**src/saw_pkg.sv**
```systemverilog
`timescale 1ns / 1ps

package saw_pkg;

   // op codes of an input item
   localparam logic [2:0] OP_RX      = 3'd0;
   localparam logic [2:0] OP_CONNECT = 3'd1;
   localparam logic [2:0] OP_CLOSE   = 3'd2;
   localparam logic [2:0] OP_SEND    = 3'd3;
   localparam logic [2:0] OP_TICK    = 3'd4;

   // received packet types
   localparam logic [15:0] PKT_CON  = 16'd0;
   localparam logic [15:0] PKT_FIN  = 16'd1;
   localparam logic [15:0] PKT_ACK  = 16'd2;
   localparam logic [15:0] PKT_DATA = 16'd3;

   // transmitted packet types
   localparam logic [1:0] TX_CON  = 2'd0;
   localparam logic [1:0] TX_FIN  = 2'd1;
   localparam logic [1:0] TX_ACK  = 2'd2;
   localparam logic [1:0] TX_DATA = 2'd3;

   // register indexes
   localparam logic [1:0] CSR_CONNECT_WAIT = 2'd0;
   localparam logic [1:0] CSR_DATA_TIMEOUT = 2'd1;
   localparam logic [1:0] CSR_MAX_RESENDS  = 2'd2;

   localparam logic [7:0] CONNECT_WAIT_RESET = 8'd3;
   localparam logic [7:0] DATA_TIMEOUT_RESET = 8'd3;
   localparam logic [3:0] MAX_RESENDS_RESET  = 4'd3;
   localparam logic [3:0] RESEND_LIMIT       = 4'd15;

   typedef enum logic [1:0] {
      ST_WAIT      = 2'd0,
      ST_CON_SENT  = 2'd1,
      ST_CONNECTED = 2'd2,
      ST_SENDING   = 2'd3
   } state_type;

   typedef enum logic [3:0] {
      EV_CON, EV_FIN, EV_ACK, EV_DATA, EV_CONNECT, EV_CLOSE, EV_SEND, EV_TO, EV_TO_FINAL
   } event_type;

   typedef enum logic [3:0] {
      ACT_NONE, ACT_PASSIVE, ACT_REPCON, ACT_ACTIVE, ACT_CLOSE,
      ACT_SEND, ACT_RESEND, ACT_STOP, ACT_ARM, ACT_DATA
   } action_type;

   typedef struct packed {
      logic [2:0]  op;
      logic [15:0] pkt_type;
      logic [63:0] payload;
      logic [8:0]  payload_len;
   } req_type;

   typedef struct packed {
      logic        send_valid;
      logic [1:0]  send_type;
      logic [63:0] send_payload;
      logic [8:0]  send_len;
      logic        deliver_valid;
      logic [63:0] deliver_payload;
      logic [8:0]  deliver_len;
      logic        connected_report;
      logic        closed_report;
      logic [1:0]  link_state;
      logic [3:0]  retry_count;
   } rsp_type;

   // action of the protocol table
   function automatic action_type act_lookup(input state_type s, input event_type e);
      action_type a;
      a = ACT_NONE;
      case (s)
         ST_WAIT: begin
            case (e)
               EV_CON:     a = ACT_PASSIVE;
               EV_CONNECT: a = ACT_ACTIVE;
               default:    a = ACT_NONE;
            endcase
         end
         ST_CON_SENT: begin
            case (e)
               EV_CON:   a = ACT_PASSIVE;
               EV_FIN:   a = ACT_CLOSE;
               EV_ACK:   a = ACT_REPCON;
               EV_CLOSE: a = ACT_CLOSE;
               EV_TO:    a = ACT_CLOSE;
               default:  a = ACT_NONE;
            endcase
         end
         ST_CONNECTED: begin
            case (e)
               EV_FIN:   a = ACT_CLOSE;
               EV_DATA:  a = ACT_DATA;
               EV_CLOSE: a = ACT_CLOSE;
               EV_SEND:  a = ACT_SEND;
               EV_TO:    a = ACT_ARM;
               default:  a = ACT_NONE;
            endcase
         end
         ST_SENDING: begin
            case (e)
               EV_ACK:      a = ACT_STOP;
               EV_DATA:     a = ACT_DATA;
               EV_CLOSE:    a = ACT_CLOSE;
               EV_TO:       a = ACT_RESEND;
               EV_TO_FINAL: a = ACT_CLOSE;
               default:     a = ACT_NONE;
            endcase
         end
         default: a = ACT_NONE;
      endcase
      return a;
   endfunction

   // next state of the protocol table
   function automatic state_type next_lookup(input state_type s, input event_type e);
      state_type n;
      n = s;
      case (s)
         ST_WAIT: begin
            case (e)
               EV_CON:     n = ST_CONNECTED;
               EV_CONNECT: n = ST_CON_SENT;
               default:    n = ST_WAIT;
            endcase
         end
         ST_CON_SENT: begin
            case (e)
               EV_CON:   n = ST_CONNECTED;
               EV_FIN:   n = ST_WAIT;
               EV_ACK:   n = ST_CONNECTED;
               EV_CLOSE: n = ST_WAIT;
               EV_TO:    n = ST_WAIT;
               default:  n = ST_CON_SENT;
            endcase
         end
         ST_CONNECTED: begin
            case (e)
               EV_FIN:   n = ST_WAIT;
               EV_CLOSE: n = ST_WAIT;
               EV_SEND:  n = ST_SENDING;
               EV_TO:    n = ST_SENDING;
               default:  n = ST_CONNECTED;
            endcase
         end
         ST_SENDING: begin
            case (e)
               EV_ACK:      n = ST_CONNECTED;
               EV_DATA:     n = ST_CONNECTED;
               EV_CLOSE:    n = ST_WAIT;
               EV_TO_FINAL: n = ST_WAIT;
               default:     n = ST_SENDING;
            endcase
         end
         default: n = s;
      endcase
      return n;
   endfunction

endpackage

```
**src/stop_and_wait_link_fsm.sv**
```systemverilog
`timescale 1ns / 1ps
// Stop-and-wait link engine: connection set-up, acknowledged data transfer,
// resend on timeout and suppression of duplicate received data.
// req_ channel: one event item per handshake (received packet, connect,
// close, send request or timer tick). rsp_ channel: exactly one result item
// per event item: the packet to transmit, delivered data, connect and close
// reports, the link state and the resend count after the event.
// csr_ port: plain write of the connect wait (0), data_timeout (1) and
// max_resends (2); other indexes are ignored. Write only while idle.
// An accepted item sits in the input register, and its result is loaded into
// the output register once that register is free (empty or its item taken).
// Throughput: one item per cycle while the receiver does not stall; the
// protocol table, timer update and 64-bit duplicate compare all resolve
// between the input and output registers.
// Receiver stall: the result holds in the output register; one more item is
// still taken into the input register, then req_stall rises until the result
// is taken.
// Reset: waiting state, timer stopped, resend count and saved data cleared,
// registers back to 3 / 3 / 3, both channels empty.
module stop_and_wait_link_fsm #(
   parameter int PAYLOAD_BITS = 64,
   parameter int MAX_LEN      = 500,
   parameter int TIMER_BITS   = 8
) (
   input  logic             clock,
   input  logic             reset,
   input  logic             req_valid,
   output logic             req_stall,
   input  saw_pkg::req_type req_data,
   output logic             rsp_valid,
   input  logic             rsp_stall,
   output saw_pkg::rsp_type rsp_data,
   input  logic             csr_wr_en,
   input  logic [1:0]       csr_addr,
   input  logic [7:0]       csr_wdata
);

   // load path width: wide enough for both the register and the timer
   localparam int LoadW = (TIMER_BITS > 8) ? TIMER_BITS : 8;
   localparam logic [LoadW-1:0] TimerMax = LoadW'((64'd1 << TIMER_BITS) - 64'd1);
   localparam logic [63:0] PayMask = 64'(~64'd0 >> (64 - PAYLOAD_BITS));
   localparam logic [8:0] MaxLen = 9'(MAX_LEN);

   // timeout register value saturated into the timer range
   function automatic logic [TIMER_BITS-1:0] timer_load(input logic [7:0] v);
      logic [LoadW-1:0] ext;
      ext = LoadW'(v);
      if (ext > TimerMax) begin
         ext = TimerMax;
      end
      return TIMER_BITS'(ext);
   endfunction

   // configuration registers
   logic [7:0] connect_wait_ff;
   logic [7:0] data_timeout_ff;
   logic [3:0] max_resends_ff;

   // pipeline registers
   logic             in_valid_ff, in_valid_in;
   saw_pkg::req_type in_item_ff;
   logic             rsp_valid_ff, rsp_valid_in;
   saw_pkg::rsp_type rsp_data_ff, rsp_data_in;

   // protocol state
   saw_pkg::state_type    state_ff, state_in;
   logic [TIMER_BITS-1:0] timer_ff, timer_in;
   logic [3:0]            resend_ff, resend_in;
   logic [63:0]           saved_pay_ff, saved_pay_in;
   logic [8:0]            saved_len_ff, saved_len_in;
   logic [63:0]           last_pay_ff, last_pay_in;
   logic [8:0]            last_len_ff, last_len_in;

   // decode of the item held in the input register
   logic                  ev_valid;
   saw_pkg::event_type    ev;
   saw_pkg::action_type   act;
   logic [TIMER_BITS-1:0] timer_dec;
   logic [3:0]            resend_dec;
   logic [63:0]           pay;
   logic [8:0]            len;

   logic out_adv;
   logic in_load;
   logic fire;

   // the output register frees when empty or when its item is taken
   assign out_adv   = !rsp_valid_ff || !rsp_stall;
   assign req_stall = in_valid_ff && !out_adv;
   assign in_load   = req_valid && !req_stall;
   assign fire      = in_valid_ff && out_adv;

   assign in_valid_in  = in_load ? 1'b1 : (out_adv ? 1'b0 : in_valid_ff);
   assign rsp_valid_in = out_adv ? in_valid_ff : rsp_valid_ff;

   assign pay = in_item_ff.payload & PayMask;
   assign len = (in_item_ff.payload_len > MaxLen) ? MaxLen : in_item_ff.payload_len;

   // event decode, including the tick countdown and expiry
   always_comb begin
      ev_valid   = 1'b0;
      ev         = saw_pkg::EV_CON;
      timer_dec  = timer_ff;
      resend_dec = resend_ff;
      case (in_item_ff.op)
         saw_pkg::OP_RX: begin
            ev_valid = 1'b1;
            case (in_item_ff.pkt_type)
               saw_pkg::PKT_CON:  ev = saw_pkg::EV_CON;
               saw_pkg::PKT_FIN:  ev = saw_pkg::EV_FIN;
               saw_pkg::PKT_ACK:  ev = saw_pkg::EV_ACK;
               saw_pkg::PKT_DATA: ev = saw_pkg::EV_DATA;
               default:           ev_valid = 1'b0;
            endcase
         end
         saw_pkg::OP_CONNECT: begin
            ev_valid = 1'b1;
            ev       = saw_pkg::EV_CONNECT;
         end
         saw_pkg::OP_CLOSE: begin
            ev_valid = 1'b1;
            ev       = saw_pkg::EV_CLOSE;
         end
         saw_pkg::OP_SEND: begin
            ev_valid = 1'b1;
            ev       = saw_pkg::EV_SEND;
         end
         saw_pkg::OP_TICK: begin
            // a stopped timer ignores the tick
            if (timer_ff != '0) begin
               timer_dec = timer_ff - 1'b1;
               if (timer_dec == '0) begin
                  ev_valid = 1'b1;
                  if (resend_ff < max_resends_ff) begin
                     ev = saw_pkg::EV_TO;
                  end else begin
                     // final timeout clears the resend count in any state
                     ev         = saw_pkg::EV_TO_FINAL;
                     resend_dec = '0;
                  end
               end
            end
         end
         default: ev_valid = 1'b0;
      endcase
   end

   assign act = ev_valid ? saw_pkg::act_lookup(state_ff, ev) : saw_pkg::ACT_NONE;

   // next state
   always_comb begin
      state_in = state_ff;
      if (ev_valid) begin
         state_in = saw_pkg::next_lookup(state_ff, ev);
      end
   end

   // actions and result fields
   always_comb begin
      timer_in     = timer_dec;
      resend_in    = resend_dec;
      saved_pay_in = saved_pay_ff;
      saved_len_in = saved_len_ff;
      last_pay_in  = last_pay_ff;
      last_len_in  = last_len_ff;
      rsp_data_in  = '0;
      case (act)
         saw_pkg::ACT_PASSIVE: begin
            rsp_data_in.send_valid       = 1'b1;
            rsp_data_in.send_type        = saw_pkg::TX_ACK;
            rsp_data_in.connected_report = 1'b1;
            timer_in                     = '0;
         end
         saw_pkg::ACT_REPCON: begin
            rsp_data_in.connected_report = 1'b1;
            timer_in                     = '0;
         end
         saw_pkg::ACT_ACTIVE: begin
            rsp_data_in.send_valid = 1'b1;
            rsp_data_in.send_type  = saw_pkg::TX_CON;
            timer_in               = timer_load(connect_wait_ff);
         end
         saw_pkg::ACT_CLOSE: begin
            rsp_data_in.send_valid    = 1'b1;
            rsp_data_in.send_type     = saw_pkg::TX_FIN;
            rsp_data_in.closed_report = 1'b1;
         end
         saw_pkg::ACT_SEND: begin
            rsp_data_in.send_valid   = 1'b1;
            rsp_data_in.send_type    = saw_pkg::TX_DATA;
            rsp_data_in.send_payload = pay;
            rsp_data_in.send_len     = len;
            saved_pay_in             = pay;
            saved_len_in             = len;
            timer_in                 = timer_load(data_timeout_ff);
         end
         saw_pkg::ACT_RESEND: begin
            if (resend_ff < saw_pkg::RESEND_LIMIT) begin
               resend_in = resend_ff + 1'b1;
            end
            rsp_data_in.send_valid   = 1'b1;
            rsp_data_in.send_type    = saw_pkg::TX_DATA;
            rsp_data_in.send_payload = saved_pay_ff;
            rsp_data_in.send_len     = saved_len_ff;
            timer_in                 = timer_load(data_timeout_ff);
         end
         saw_pkg::ACT_STOP: begin
            timer_in  = '0;
            resend_in = '0;
         end
         saw_pkg::ACT_ARM: begin
            timer_in = timer_load(data_timeout_ff);
         end
         saw_pkg::ACT_DATA: begin
            // always acknowledged, delivered only when it differs from the last
            rsp_data_in.send_valid = 1'b1;
            rsp_data_in.send_type  = saw_pkg::TX_ACK;
            if (pay != last_pay_ff || len != last_len_ff) begin
               rsp_data_in.deliver_valid   = 1'b1;
               rsp_data_in.deliver_payload = pay;
               rsp_data_in.deliver_len     = len;
               last_pay_in                 = pay;
               last_len_in                 = len;
            end
         end
         default: begin
         end
      endcase
      rsp_data_in.link_state  = state_in;
      rsp_data_in.retry_count = resend_in;
   end

   // configuration
   always_ff @(posedge clock) begin
      if (reset) begin
         connect_wait_ff <= saw_pkg::CONNECT_WAIT_RESET;
         data_timeout_ff <= saw_pkg::DATA_TIMEOUT_RESET;
         max_resends_ff  <= saw_pkg::MAX_RESENDS_RESET;
      end else if (csr_wr_en) begin
         case (csr_addr)
            saw_pkg::CSR_CONNECT_WAIT: connect_wait_ff <= csr_wdata;
            saw_pkg::CSR_DATA_TIMEOUT: data_timeout_ff <= csr_wdata;
            saw_pkg::CSR_MAX_RESENDS:  max_resends_ff  <= csr_wdata[3:0];
            default: begin
            end
         endcase
      end
   end

   // handshake control and protocol state
   always_ff @(posedge clock) begin
      if (reset) begin
         in_valid_ff  <= 1'b0;
         rsp_valid_ff <= 1'b0;
         state_ff     <= saw_pkg::ST_WAIT;
         timer_ff     <= '0;
         resend_ff    <= '0;
         saved_pay_ff <= '0;
         saved_len_ff <= '0;
         last_pay_ff  <= '0;
         last_len_ff  <= '0;
      end else begin
         in_valid_ff  <= in_valid_in;
         rsp_valid_ff <= rsp_valid_in;
         if (fire) begin
            state_ff     <= state_in;
            timer_ff     <= timer_in;
            resend_ff    <= resend_in;
            saved_pay_ff <= saved_pay_in;
            saved_len_ff <= saved_len_in;
            last_pay_ff  <= last_pay_in;
            last_len_ff  <= last_len_in;
         end
      end
   end

   // payload registers
   always_ff @(posedge clock) begin
      if (in_load) begin
         in_item_ff <= req_data;
      end
      if (fire) begin
         rsp_data_ff <= rsp_data_in;
      end
   end

   assign rsp_valid = rsp_valid_ff;
   assign rsp_data  = rsp_data_ff;

endmodule

```
**config.mk**
```make
export PLATFORM = sky130hd
export DESIGN_NAME = stop_and_wait_link_fsm
export DESIGN_NICKNAME = d
export VERILOG_FILES = /design/src/saw_pkg.sv /design/src/stop_and_wait_link_fsm.sv
export SDC_FILE = /design/constraint.sdc
export NUM_CORES = 1
export LEC_CHECK = 0
export ABC_CLOCK_PERIOD_IN_PS = 11150
export BUFFER_PORTS_ARGS = -buffer_cell sky130_fd_sc_hd__buf_2
export CORE_AREA = 2 2 169 171
export CTS_BUF_LIST = sky130_fd_sc_hd__clkbuf_8
export DETAILED_ROUTE_END_ITERATION = 12
export DIE_AREA = 0 0 171 173
export PLACE_DENSITY = 0.86
export RECOVER_POWER = 100
export SYNTH_ARGS = -nofsm -noshare
export SYNTH_HDL_FRONTEND = slang
export SYNTH_SLANG_ARGS = --single-unit
export TNS_END_PERCENT = 20
```
**constraint.sdc**
```tcl
create_clock -name clock -period 11.15 [get_ports clock]
set_input_delay 2.23 -clock clock [delete_from_list [all_inputs] [get_ports clock]]
set_output_delay 2.23 -clock clock [all_outputs]
set_load 0.05 [all_outputs]
```
== Yosys cells after proc, flatten, opt, wreduce, memory -nomap -nowiden ==
Index checks and enable logic that the tools add are counted.
Operators by class
  add/subtract/negate cells: 2
  magnitude comparators: 5
  eq/ne operators: 31
  mux-type cells: 40
  reduce and logical (&&, ||, !) cells: 39
Operators with widths (count)
  73-bit one-hot mux with 2 select lines: 1
  74-bit 2-to-1 mux: 1
  64-bit != test: 1
  4-bit one-hot mux with 4 select lines: 3
  4-bit 2-to-1 mux: 9
  16-bit by 2-bit equality test with 1-bit output, second input constant: 2
  4-bit by 3-bit equality test with 1-bit output, second input constant: 8
  8-bit 2-to-1 mux: 4
  8-bit one-hot mux with 3 select lines: 1
  2-bit one-hot mux with 2 select lines: 5
  4-bit one-hot mux with 5 select lines: 1
  16-bit by 1-bit equality test with 1-bit output, second input constant: 1
  4-bit by 2-bit equality test with 1-bit output, second input constant: 4
  8-bit greater-than comparator, second input constant: 2
  16-bit zero test: 1
  2-bit OR reduction: 8
  4-bit equality test, second input constant: 3
  3-bit one-hot mux with 4 select lines: 1
  3-bit OR reduction: 4
  2-bit AND reduction: 5
  9-bit greater-than comparator, second input constant: 1
  9-bit 2-to-1 mux: 1
  9-bit != test: 1
  3-bit one-hot mux with 3 select lines: 1
  other kinds (28): 48
Storage, ports and cells
  register bits: 432
  bits of input ports: 107
  output and inout bits: 160
  logic and storage cells: 144

== Logic depth before layout (Yosys ltp) ==
Gate-level depths: netlist of the first run.
  word-level depth: 14
  mapped depth: 14
  gate-level depth less buffers: 11

== Least setup slack after synthesis of the first run ==
OpenSTA, ideal clock, no wires.
  kind: input to register
  from: in rsp_stall
  to: reg state_ff[0]
  library setup time: 135 ps
  arrival time: 7589 ps
  data required time: 11015 ps
  slack: 3425 ps
  stages: 6
  buffers on the path: 1
  cell sequence: nand2_1 -> nand2_1 -> inv_1 -> buf_1 -> o211a_1 -> nor3_1
On the way
  word-level cells in the longest chain between the ends: 3
RTL lines
  start, declared: line stop_and_wait_link_fsm.sv:31  | input logic rsp_stall,
  1-bit zero test: line stop_and_wait_link_fsm.sv:88  | assign out_adv = !rsp_valid_ff || !rsp_stall;
  1-bit logical OR: line stop_and_wait_link_fsm.sv:88
  1-bit logical AND: line stop_and_wait_link_fsm.sv:91  | assign fire = in_valid_ff && out_adv;
  via fire: line stop_and_wait_link_fsm.sv:85  | logic fire;
  end signal, assigned: line stop_and_wait_link_fsm.sv:255  | state_ff <= saw_pkg::ST_WAIT;
  end signal, assigned: line stop_and_wait_link_fsm.sv:266  | state_ff <= state_in;
  end, declared: line stop_and_wait_link_fsm.sv:66  | saw_pkg::state_type state_ff, state_in;
The timed path passes the listed nets, and every way through them passes these cells.
A chain may end at the register's enable or synchronous reset.

== Worst setup path in the final report of the first run ==
  from: in rsp_stall
  to: reg resend_ff[2]
On the way
  word-level cells in the longest chain between the ends: 3
RTL lines
  1-bit zero test: line stop_and_wait_link_fsm.sv:88
  1-bit logical OR: line stop_and_wait_link_fsm.sv:88
  1-bit logical AND: line stop_and_wait_link_fsm.sv:91
  end signal, assigned: line stop_and_wait_link_fsm.sv:268  | resend_ff <= resend_in;
  end, declared: line stop_and_wait_link_fsm.sv:68  | logic [3:0] resend_ff, resend_in;
No other way between the ends.

==> results of run 1 <==
-- worst register-to-register path: stages, from the launching register on --
cell and delay [ns]:
dfxtp_1 0.34, inv_1 0.12, ha_1 0.27, nor3b_1 0.38, mux2i_1 0.25, o211ai_1 0.22
or4_1 0.65, nor2_1 2.24, clkbuf_1 1.56, nor2b_1 0.21, nor3_1 0.22, o21bai_1 0.11
-- cell usage after synthesis, drive strengths merged (5+ instances only) --
| master | instances | area [um^2] |
|---|---|---|
| o21ai | 28 | 140 |
| xor2 | 58 | 508 |
| edfxtp | 250 | 7510 |
| nand4 | 8 | 50.1 |
| nor3 | 9 | 55.1 |
| nor2b | 9 | 56.3 |
| a31oi | 5 | 37.5 |
| inv | 22 | 82.6 |
| a221oi | 10 | 93.8 |
| a22o | 69 | 604 |
| clkbuf | 68 | 255 |
| mux2i | 86 | 861 |
| dfxtp | 182 | 3640 |
| nor2 | 125 | 477 |
| nand2 | 175 | 657 |
| xnor2 | 12 | 105 |
| nand2b | 6 | 37.5 |
| nand3 | 12 | 60.1 |
| buf | 20 | 149 |
| and3 | 76 | 475 |
| a211o | 8 | 70.1 |
| nor4 | 22 | 153 |
| nand3b | 5 | 37.5 |
| a21oi | 87 | 435 |
| ha | 7 | 87.6 |
-- registers in the layout, summed over array words and instances, names as in the netlist, 2 cells and up --
name and count:
connect_wait_ff 8, data_timeout_ff 8, in_item_ff 28, last_len_ff 9, last_pay_ff 64, max_resends_ff 4
pay 64, resend_ff 4, rsp_data 158, saved_len_ff 9, saved_pay_ff 64, state_ff 2
timer_ff 8
-- per-layer routing --
layer  vias to the layer above  share of wire, %  GRT usage (%)
met3                        79               6.9           5.29
met4                         0               2.1           8.02
met2                       490                50           45.0
met1                      5920                41           34.9
li1                       5697                 -              -
met5                         -                 0              0
-- power groups by stage --
| stage | sequential [W] | combinational (W) | clock, W |
|---|---|---|---|
| CTS | 0.00178 | 0.000226 | 0.00131 |
| detailed placement | 0.00181 | 0.000224 | 0 |
| finish | 0.00178 | 0.000219 | 0.00129 |
| global placement | 0.00181 | 0.000221 | 0 |
| floorplan | 0.00187 | 0.0000935 | 0 |
| global route | 0.00178 | 0.000235 | 0.00138 |
-- final cells by class --
class | count | area [um^2]
clock buffers | 75 | 1030
inverters | 22 | 87.6
clock inverters | 50 | 307
repair buffers | 277 | 1180
fillers | 2045 | 7830
multi-input cells | 880 | 5570
flip-flops and latches | 432 | 11200
well taps | 378 | 473
-- worst max path at each step --
stage	start	endpoint	slack [ns]	depth (start not counted)
6_report	rsp_stall	resend_ff[2]	4.06	9
2_1_floorplan	rsp_stall	state_ff[0]	3.43	6
3_5_place_dp	rsp_stall	last_len_ff[3]	5.90	8
5_1_grt	rsp_stall	resend_ff[2]	3.56	9
3_3_place_gp	rsp_stall	last_len_ff[0]	6.00	8
4_1_cts	rsp_stall	req_stall	6.06	3
-- stage by stage --
stage / cell area (um^2) / total power (W)
final: 19800 / 0.00329
after CTS: 20100 / 0.00331
after floorplan: 17200 / 0.00196
after global placement: 18700 / 0.00203
after global routing: 19800 / 0.00340
after detailed placement: 18700 / 0.00203
-- cells by family (layout without fill, tap and decap cells) --
logic type	Yosys count	after routing	share of synthesized area, %
mux	88	88	5.19
simple gates	467	467	12.8
xor+xnor	70	70	3.57
buf+inv	110	424	2.83
fa+ha+maj	7	7	0.510
flops	432	432	64.9
compound gates	248	248	10.2
==> out/metrics.cfg, run 1 <==
[final_layout]
drive_above_1_share_pct=12.8
layout_common_cells=edfxtp_1 (250), dfxtp_1 (182), nand2_1 (174), clkbuf_1 (170), nor2_1 (123)
layout.cells.non_filler=2114
syn2layout_area_growth_pct=15.2
final_util_pct=71.7
diodes=0
nNetsFinal=1795
final_common_cell=edfxtp_1

[clocking]
clockBufferDepth=3
cts_tree=yes
ctsRootBufferMaster=clkbuf_8
cts_hold_buffers=0
clock_sinks=432
cts_made_buffers=68
post_cts_buffers=0
htree_levels=3
cts.repair.resized=0
path_clk_slew_ns=0.07
insertion_delay_ns=0.59

[yosys]
synth_nets=1536
postSynthAreaPerCell_um2=12.1
yosysWarnings=0
synthArstFlopShare_pct=0
synth_seq_cells=432
synth_edf_count=250
synthCells=1422
synthFlopType=edfxtp_1
ys_seq_area_share_pct=64.9
yosysUniqueCellTypes=67
netlist_area_um2=17200

[detailed_routing]
vias=12200
ant_nets=0
drt-total-wl_um=39600
drt_iter0_drc=1092
drcViolationCount=0
wl_per_cell_um=18.7
first_pass_iters=6
viasPerCell=5.76

[floorplan]
ioPinCount=267
rows=61
die_h_um=173
die_area_um2=29600
die_w_um=171
start_util_pct=62.2
core_region_area_um2=27600

[placement]
place_congestion=0.830
detailedPlacementHpwl_um=25400
dp_slack_ns=5.90
placed_cells=1989
port-buffer-count=266

[grt]
antenna_found_initial=0
grt_pass1_wl_um=62200
grt_use_total_pct=26.7
grt_start_max_net_pins=112
grt_overflow=0
grt_pass1_vias=11800

[sta]
period_share_pct=63.6
finClkSkew_ns=0.0350
hold_viol=0
setup_viol=0
whs_ns=0.455
fin_crit_ns=7.09
fin_tns_setup_ns=0
fmax_ghz=0.141
relSlewSlack_pct=-200
rsz0062_at_grt=no
worst_pin_slew_ns=4.50
slew_viol_final=551
setup_slack_ns=4.06

[critical_path]
critical_path.top_delay_family=buffers and inverters
timing.reg2reg.setup_slack_ns=4.33
cp_slowest_cell=clkbuf_1
arrival_ns=7.54
critical_path_buf_inv_count=3
crit_fanout=90
end_kind=flop
worst_r2r_path_depth=11
reg2reg_to=rsp_data[157]
path_cells=clkbuf_1 -> nand2_1 -> nand2_1 -> inv_6 -> clkbuf_1 -> nand2_1 -> mux2i_1 -> nand2_1 -> a21oi_1
slowest_delay_ns=3.22
crit_required_ns=11.60
crit_top_cell=nand2_1
reg2reg_from=timer_ff[0]
crit_type=input port to flop
cp-start-kind=input port

[power_and_ir_drop]
p_seq_share_pct=54.1
ir_drop_uv=114
p_leak_nw=8.05
sw_frac_of_total_pct=24.9
p_switching_w=0.000819
p_int_w=0.00247
combPwrFrac_pct=6.7
power_density_nw_per_um2=166
p_clk_share_pct=39.2

[job]
max_cap_viol_count=9

[worst_hold_path]
hold_start=saved_pay_ff[13]
min_path_cells=2
whs_endpoint=saved_pay_ff[13]
min_path_type=flop to flop

[status]
violations=capacitance limit, slew limit
outcome=finished with violations

No activity file was read; power rests on OpenSTA's default activity.
==> run 2, diff against run 1 <==
--- a/config.mk
+++ b/config.mk
@@ -5,13 +5,13 @@
 export SDC_FILE = /design/constraint.sdc
 export NUM_CORES = 1
 export LEC_CHECK = 0
-export ABC_CLOCK_PERIOD_IN_PS = 11150
+export ABC_CLOCK_PERIOD_IN_PS = 6600
 export BUFFER_PORTS_ARGS = -buffer_cell sky130_fd_sc_hd__buf_2
-export CORE_AREA = 2 2 169 171
+export CORE_AREA = 2 2 174 176
 export CTS_BUF_LIST = sky130_fd_sc_hd__clkbuf_8
 export DETAILED_ROUTE_END_ITERATION = 12
-export DIE_AREA = 0 0 171 173
-export PLACE_DENSITY = 0.86
+export DIE_AREA = 0 0 176 178
+export PLACE_DENSITY = 0.82
 export RECOVER_POWER = 100
 export SYNTH_ARGS = -nofsm -noshare
 export SYNTH_HDL_FRONTEND = slang
==> constraint.sdc (replaced) <==
create_clock -name clock -period 6.6 [get_ports clock]
set_input_delay 1.32 -clock clock [delete_from_list [all_inputs] [get_ports clock]]
set_output_delay 1.32 -clock clock [all_outputs]
set_load 0.05 [all_outputs]
==> run 2 against run 1 <==
The run still ends with capacitance limit, slew limit left. Sequential power grew 69%. Die area grew 5.9%. Register-to-register slack lost 2.8 ns. Core utilization shrank 4.5 points. First-iteration DRC count grew 4.2%. Critical path type unchanged. Critical endpoint is now last_pay_ff[23]. Largest cell class unchanged. Highest routed layer unchanged.
==> out/metrics.cfg, run 2 (synthesis results as in run 1) <==
[grt]
grt_overflow=0  ; unchanged
grt_pass1_vias=11400  ; -3.5%
grt_use_total_pct=24.8  ; -1.8 points
grt_start_max_net_pins=93  ; -17%
antenna_found_initial=0  ; unchanged
grt_pass1_wl_um=60500  ; -2.8%

[sta]
finClkSkew_ns=0.0217  ; -0.0133 ns
period_share_pct=80.6
setup_viol=0  ; unchanged
slew_viol_final=211  ; -62%
fmax_ghz=0.188
rsz0062_at_grt=no
hold_viol=0  ; unchanged
fin_tns_setup_ns=0  ; unchanged
relSlewSlack_pct=-174  ; +26 points
worst_pin_slew_ns=4.11  ; -0.386 ns
fin_crit_ns=5.32

[critical_path]
crit_start=rsp_stall
cp-start-kind=input port
crit_type=input port to flop
worst_r2r_path_depth=9  ; -2
crit_required_ns=7.01  ; -4.59 ns
reg2reg_from=timer_ff[0]
end_kind=flop
arrival_ns=5.73  ; -1.81 ns
crit_fanout=50  ; -44%

[worst_hold_path]
min_path_cells=2  ; unchanged
hold_start=saved_pay_ff[63]
min_path_type=flop to flop

[detailed_routing]
drt-total-wl_um=39500  ; -0.23%
ant_nets=0  ; unchanged
wl_per_cell_um=18.6  ; -0.84%
first_pass_iters=6  ; unchanged
drt_iter0_drc=1138  ; +4.2%
viasPerCell=5.62  ; -2.4%
vias=12000  ; -1.8%
drcViolationCount=0  ; unchanged

[clocking]
cts.repair.resized=0  ; unchanged
insertion_delay_ns=0.57  ; -0.02 ns
clock_sinks=432  ; unchanged
htree_levels=3  ; unchanged
ctsRootBufferMaster=clkbuf_8
post_cts_buffers=0  ; unchanged
path_clk_slew_ns=0.06  ; about the same
cts_hold_buffers=0  ; unchanged
cts_made_buffers=68  ; unchanged
cts_tree=yes
clockBufferDepth=3  ; unchanged

[job]
max_cap_viol_count=4  ; -5

[floorplan]
start_util_pct=58.4  ; -3.7 points
die_area_um2=31300  ; +5.9%
rows=63  ; +3.3%
core_region_area_um2=29400  ; +6.4%
die_w_um=176  ; +2.9%
die_h_um=178  ; +2.9%
ioPinCount=267  ; unchanged

[final_layout]
final_common_cell=edfxtp_1
syn2layout_area_growth_pct=14.9
layout_common_cells=edfxtp_1 (250), dfxtp_1 (182), nand2_1 (174), clkbuf_1 (168), nor2_1 (120)
diodes=0  ; unchanged
drive_above_1_share_pct=12.7  ; -0.065 points
final_util_pct=67.2  ; -4.5 points
nNetsFinal=1797  ; +0.11%
largest_reg_flops=158  ; unchanged

[power_and_ir_drop]
power_density_nw_per_um2=276  ; +66%
ir_drop_uv=175  ; +53%
p_leak_nw=8.02  ; -0.38%

[status]
violations=capacitance limit, slew limit
outcome=finished with violations

[placement]
place_congestion=0.857  ; +3.3%
detailedPlacementHpwl_um=25000  ; -1.3%
port-buffer-count=266  ; unchanged

-- run 2: changes by cell type in the layout (fill, tap and decap cells not counted), sizes merged --
cell / change
buf: +2
bufinv: -1
clkbuf: -4
clkinv: +3
inv: +1
-- run 2: cell type report --
| type | instances | area (um^2) |
|---|---|---|
| Clock buffer | 71 | 977 |
| Inverter | 22 | 83.8 |
| Fill cell | 2307 | 9660 |
| Tap cell | 390 | 488 |
| Sequential cell | 432 | 11200 |
| Clock inverter | 53 | 264 |
| Timing Repair Buffer | 279 | 1210 |
| Multi-Input combinational cell | 880 | 5570 |
-- run 2: worst paths after layout --
check,end,slack [ns]
setup / recovery,last_pay_ff[23],1.28
hold / removal,saved_pay_ff[63],0.46
setup reg to reg,rsp_data[112],1.56
hold reg to reg,saved_pay_ff[63],0.46
-- run 2: metrics by stage --
step                      instance area (um^2)  worst slack (ns)  hold WS, ns  total power (W)  std cells
final                                    19700              1.28        0.457          0.00544       2127
after global routing                     19700             0.991        0.470          0.00564       2127
after CTS                                20000              2.10        0.456          0.00550       2127
after detailed placement                 18800              2.09        0.447          0.00344       2003
after global placement                   18800              2.27        0.441          0.00343       2003
after floorplan                          17200             0.208        0.437          0.00331       1422
-- run 2: per-layer routing --
metal	GRT usage, %	wire, um
met5	0	0
met4	8.82	924
met3	5.22	3060
met2	41.2	19000
met1	32.6	16500
-- run 2: critical path: stages --
cell,delay (ns)
clkbuf_1,0.10
nand2_1,0.07
nand2_1,0.48
clkinvlp_2,1.54
nand3_4,1.35
buf_4,0.51
mux2i_1,0.25
nor2_1,0.06
-- run 2: power by group --
part,switching [W],internal [W],leakage [nW],total [W]
Combinational,0.000278,0.0000948,3.37,0.000373
Sequential,0.0000721,0.00293,3.93,0.00300
Clock,0.00102,0.00105,0.722,0.00206
Total,0.00137,0.00407,8.02,0.00544
==> run 3, diff against run 2 <==
--- a/config.mk
+++ b/config.mk
@@ -5,7 +5,7 @@
 export SDC_FILE = /design/constraint.sdc
 export NUM_CORES = 1
 export LEC_CHECK = 0
-export ABC_CLOCK_PERIOD_IN_PS = 6600
+export ABC_CLOCK_PERIOD_IN_PS = 5000
 export BUFFER_PORTS_ARGS = -buffer_cell sky130_fd_sc_hd__buf_2
 export CORE_AREA = 2 2 174 176
 export CTS_BUF_LIST = sky130_fd_sc_hd__clkbuf_8
==> constraint.sdc (replaced) <==
create_clock -name clock -period 5 [get_ports clock]
set_input_delay 1 -clock clock [delete_from_list [all_inputs] [get_ports clock]]
set_output_delay 1 -clock clock [all_outputs]
set_load 0.05 [all_outputs]
==> run 3 against run 2 <==
The flow still finishes with violations (capacitance limit, slew limit). Combinational power grew 32%. Die area is the same. First-iteration DRC count shrank 5.3%. Total power grew 35%. Clock-buffer cell count grew 2. Core utilization grew 0.37 points. Sequential power grew 32%. Via count grew 0.78%. Largest power group unchanged.
==> out/metrics.cfg, run 3 (synthesis results as in run 1) <==
[grt]
grt_start_max_net_pins=148  ; +59%
antenna_found_initial=0  ; unchanged
grt_use_total_pct=25.0  ; +0.21 points
gr-usage-met3_pct=4.22  ; -1.0 points
gr-max-usage-layer=met2
grt_use_met1_pct=33.9  ; +1.3 points
grt_overflow=0  ; unchanged
grt_pass1_wl_um=61500  ; +1.6%
grt_pass1_vias=11600  ; +1.2%
met2_usage_pct=41.5  ; +0.30 points

[critical_path]
crit_fanout=72  ; +44%
crit_required_ns=5.42  ; -1.59 ns
timing.reg2reg.setup_slack_ns=0.74  ; -0.82 ns
cp-start-kind=flop
end_kind=flop
path_cells=inv_1 -> ha_1 -> nor3b_1 -> mux2i_1 -> o211ai_1 -> o31ai_1 -> nor2_1 -> nor3_4 -> buf_4 -> and2_0 -> a21oi_1 -> a311oi_1
slowest_delay_ns=0.65  ; -0.89 ns
cp_slowest_cell=o31ai_1
arrival_ns=4.69  ; -1.04 ns
crit_type=flop to flop

[clocking]
clock_sinks=432  ; unchanged
ctsRootBufferMaster=clkbuf_8
htree_levels=3  ; unchanged
post_cts_buffers=0  ; unchanged
clockBufferDepth=3  ; unchanged
cts_tree=yes
path_clk_slew_ns=0.06  ; about the same
cts_made_buffers=68  ; unchanged
insertion_delay_ns=0.58  ; about the same
cts_hold_buffers=0  ; unchanged
cts.repair.resized=0  ; unchanged

[placement]
placed_cells=2006  ; +0.15%
detailedPlacementHpwl_um=25500  ; +1.8%
port-buffer-count=266  ; unchanged
place_area_um2=18800  ; +0.23%
place_congestion=0.836  ; -2.4%

[floorplan]
start_util_pct=58.4  ; unchanged
ioPinCount=267  ; unchanged
die_area_um2=31300  ; unchanged
rows=63  ; unchanged
die_h_um=178  ; unchanged
die_w_um=176  ; unchanged
core_region_area_um2=29400  ; unchanged

[status]
violations=capacitance limit, slew limit
outcome=finished with violations

[final_layout]
final_util_pct=67.5  ; +0.37 points
fillers=2190  ; -5.1%
diodes=0  ; unchanged
largest_reg_flops=158  ; unchanged
nNetsFinal=1800  ; +0.17%
drive_above_1_share_pct=13.3  ; +0.55 points
layout.area.seq_um2=11200  ; unchanged
final_common_cell=edfxtp_1
syn2layout_area_growth_pct=15.6
layout.cells.non_filler=2130  ; +0.14%
multi_input_area_um2=5560  ; -0.20%
layout_common_cells=edfxtp_1 (250), dfxtp_1 (182), nand2_1 (174), clkbuf_1 (164), nor2_1 (120)
finish.instance_area_um2=19900  ; +0.56%

[detailed_routing]
wl_per_cell_um=18.6  ; +0.26%
ant_nets=0  ; unchanged
drt_iter0_drc=1078  ; -5.3%
drcViolationCount=0  ; unchanged
first_pass_iters=5  ; -1
vias=12100  ; +0.78%
viasPerCell=5.66  ; +0.64%
drt-total-wl_um=39600  ; +0.40%

[power_and_ir_drop]
finalPower_w=0.00734  ; +35%
ir_drop_uv=239  ; +36%
power_density_nw_per_um2=370  ; +34%
p_seq_share_pct=54.0  ; -1.2 points
p_leak_nw=8.06  ; +0.48%
p_switching_w=0.00183  ; +34%
sw_frac_of_total_pct=24.9  ; -0.24 points
p_int_w=0.00551  ; +35%
p_clk_share_pct=39.3  ; +1.4 points
combPwrFrac_pct=6.7  ; -0.2 points

[sta]
period_share_pct=85.3
rsz0062_at_grt=no
hold_viol=0  ; unchanged
fin_tns_setup_ns=0  ; unchanged
fmax_ghz=0.235
relSlewSlack_pct=-106  ; +68 points
fin_crit_ns=4.26
worst_pin_slew_ns=3.09  ; -1.02 ns
slew_viol_final=427  ; +100%
finClkSkew_ns=0.0261  ; +0.00437 ns
setup_viol=0  ; unchanged

[job]
max_cap_viol_count=5  ; +1

[worst_hold_path]
min_path_type=flop to flop

[run 3: stage by stage]
stage | setup WS (ns) | hold WS [ns]
after floorplan | 0.718 | 0.437
after global placement | 1.12 | 0.442
after detailed placement | 0.912 | 0.447
after CTS | 0.896 | 0.455
after global routing | 0.290 | 0.472
final | 0.737 | 0.455
[run 3: worst paths after layout]
check / start / to / cells past startpoint
setup / recovery: timer_ff[0] / last_len_ff[2] / 12
hold / removal: saved_pay_ff[62] / saved_pay_ff[62] / 2
setup reg to reg: timer_ff[0] / last_len_ff[2] / 12
hold reg to reg: saved_pay_ff[62] / saved_pay_ff[62] / 2
[run 3: cell type report]
type                    count  share of cell area (%)
repair buffers            282                    6.29
inverters                  22                   0.441
well taps                 390                    2.46
clock inverters            51                    1.58
multi-input cells         880                    28.0
flip-flops and latches    432                    56.2
clock buffers              73                    5.06
[run 3: critical path: cells and delay by family (launching register included)]
| kind | cells | cell delay (ns) |
|---|---|---|
| simple gates | 4 | 1.42 |
| buf+inv | 2 | 0.67 |
| compound gates | 4 | 1.18 |
| fa+ha+maj | 1 | 0.25 |
| mux | 1 | 0.24 |
| flops | 1 | 0.34 |
[run 3: power by group through the flow]
stage | registers [W] | clock network [W] | logic (W)
floorplan | 0.00415 | 0 | 0.000209
global placement | 0.00403 | 0 | 0.000502
detailed placement | 0.00403 | 0 | 0.000508
CTS | 0.00396 | 0.00294 | 0.000512
global route | 0.00397 | 0.00310 | 0.000529
finish | 0.00396 | 0.00289 | 0.000494
[run 3: routing by layer]
| metal | up-vias | wire length, um |
|---|---|---|
| li1 | 5690 | - |
| met1 | 5817 | 16700 |
| met2 | 480 | 19300 |
| met3 | 70 | 2810 |
| met4 | 0 | 823 |
| met5 | - | 0 |
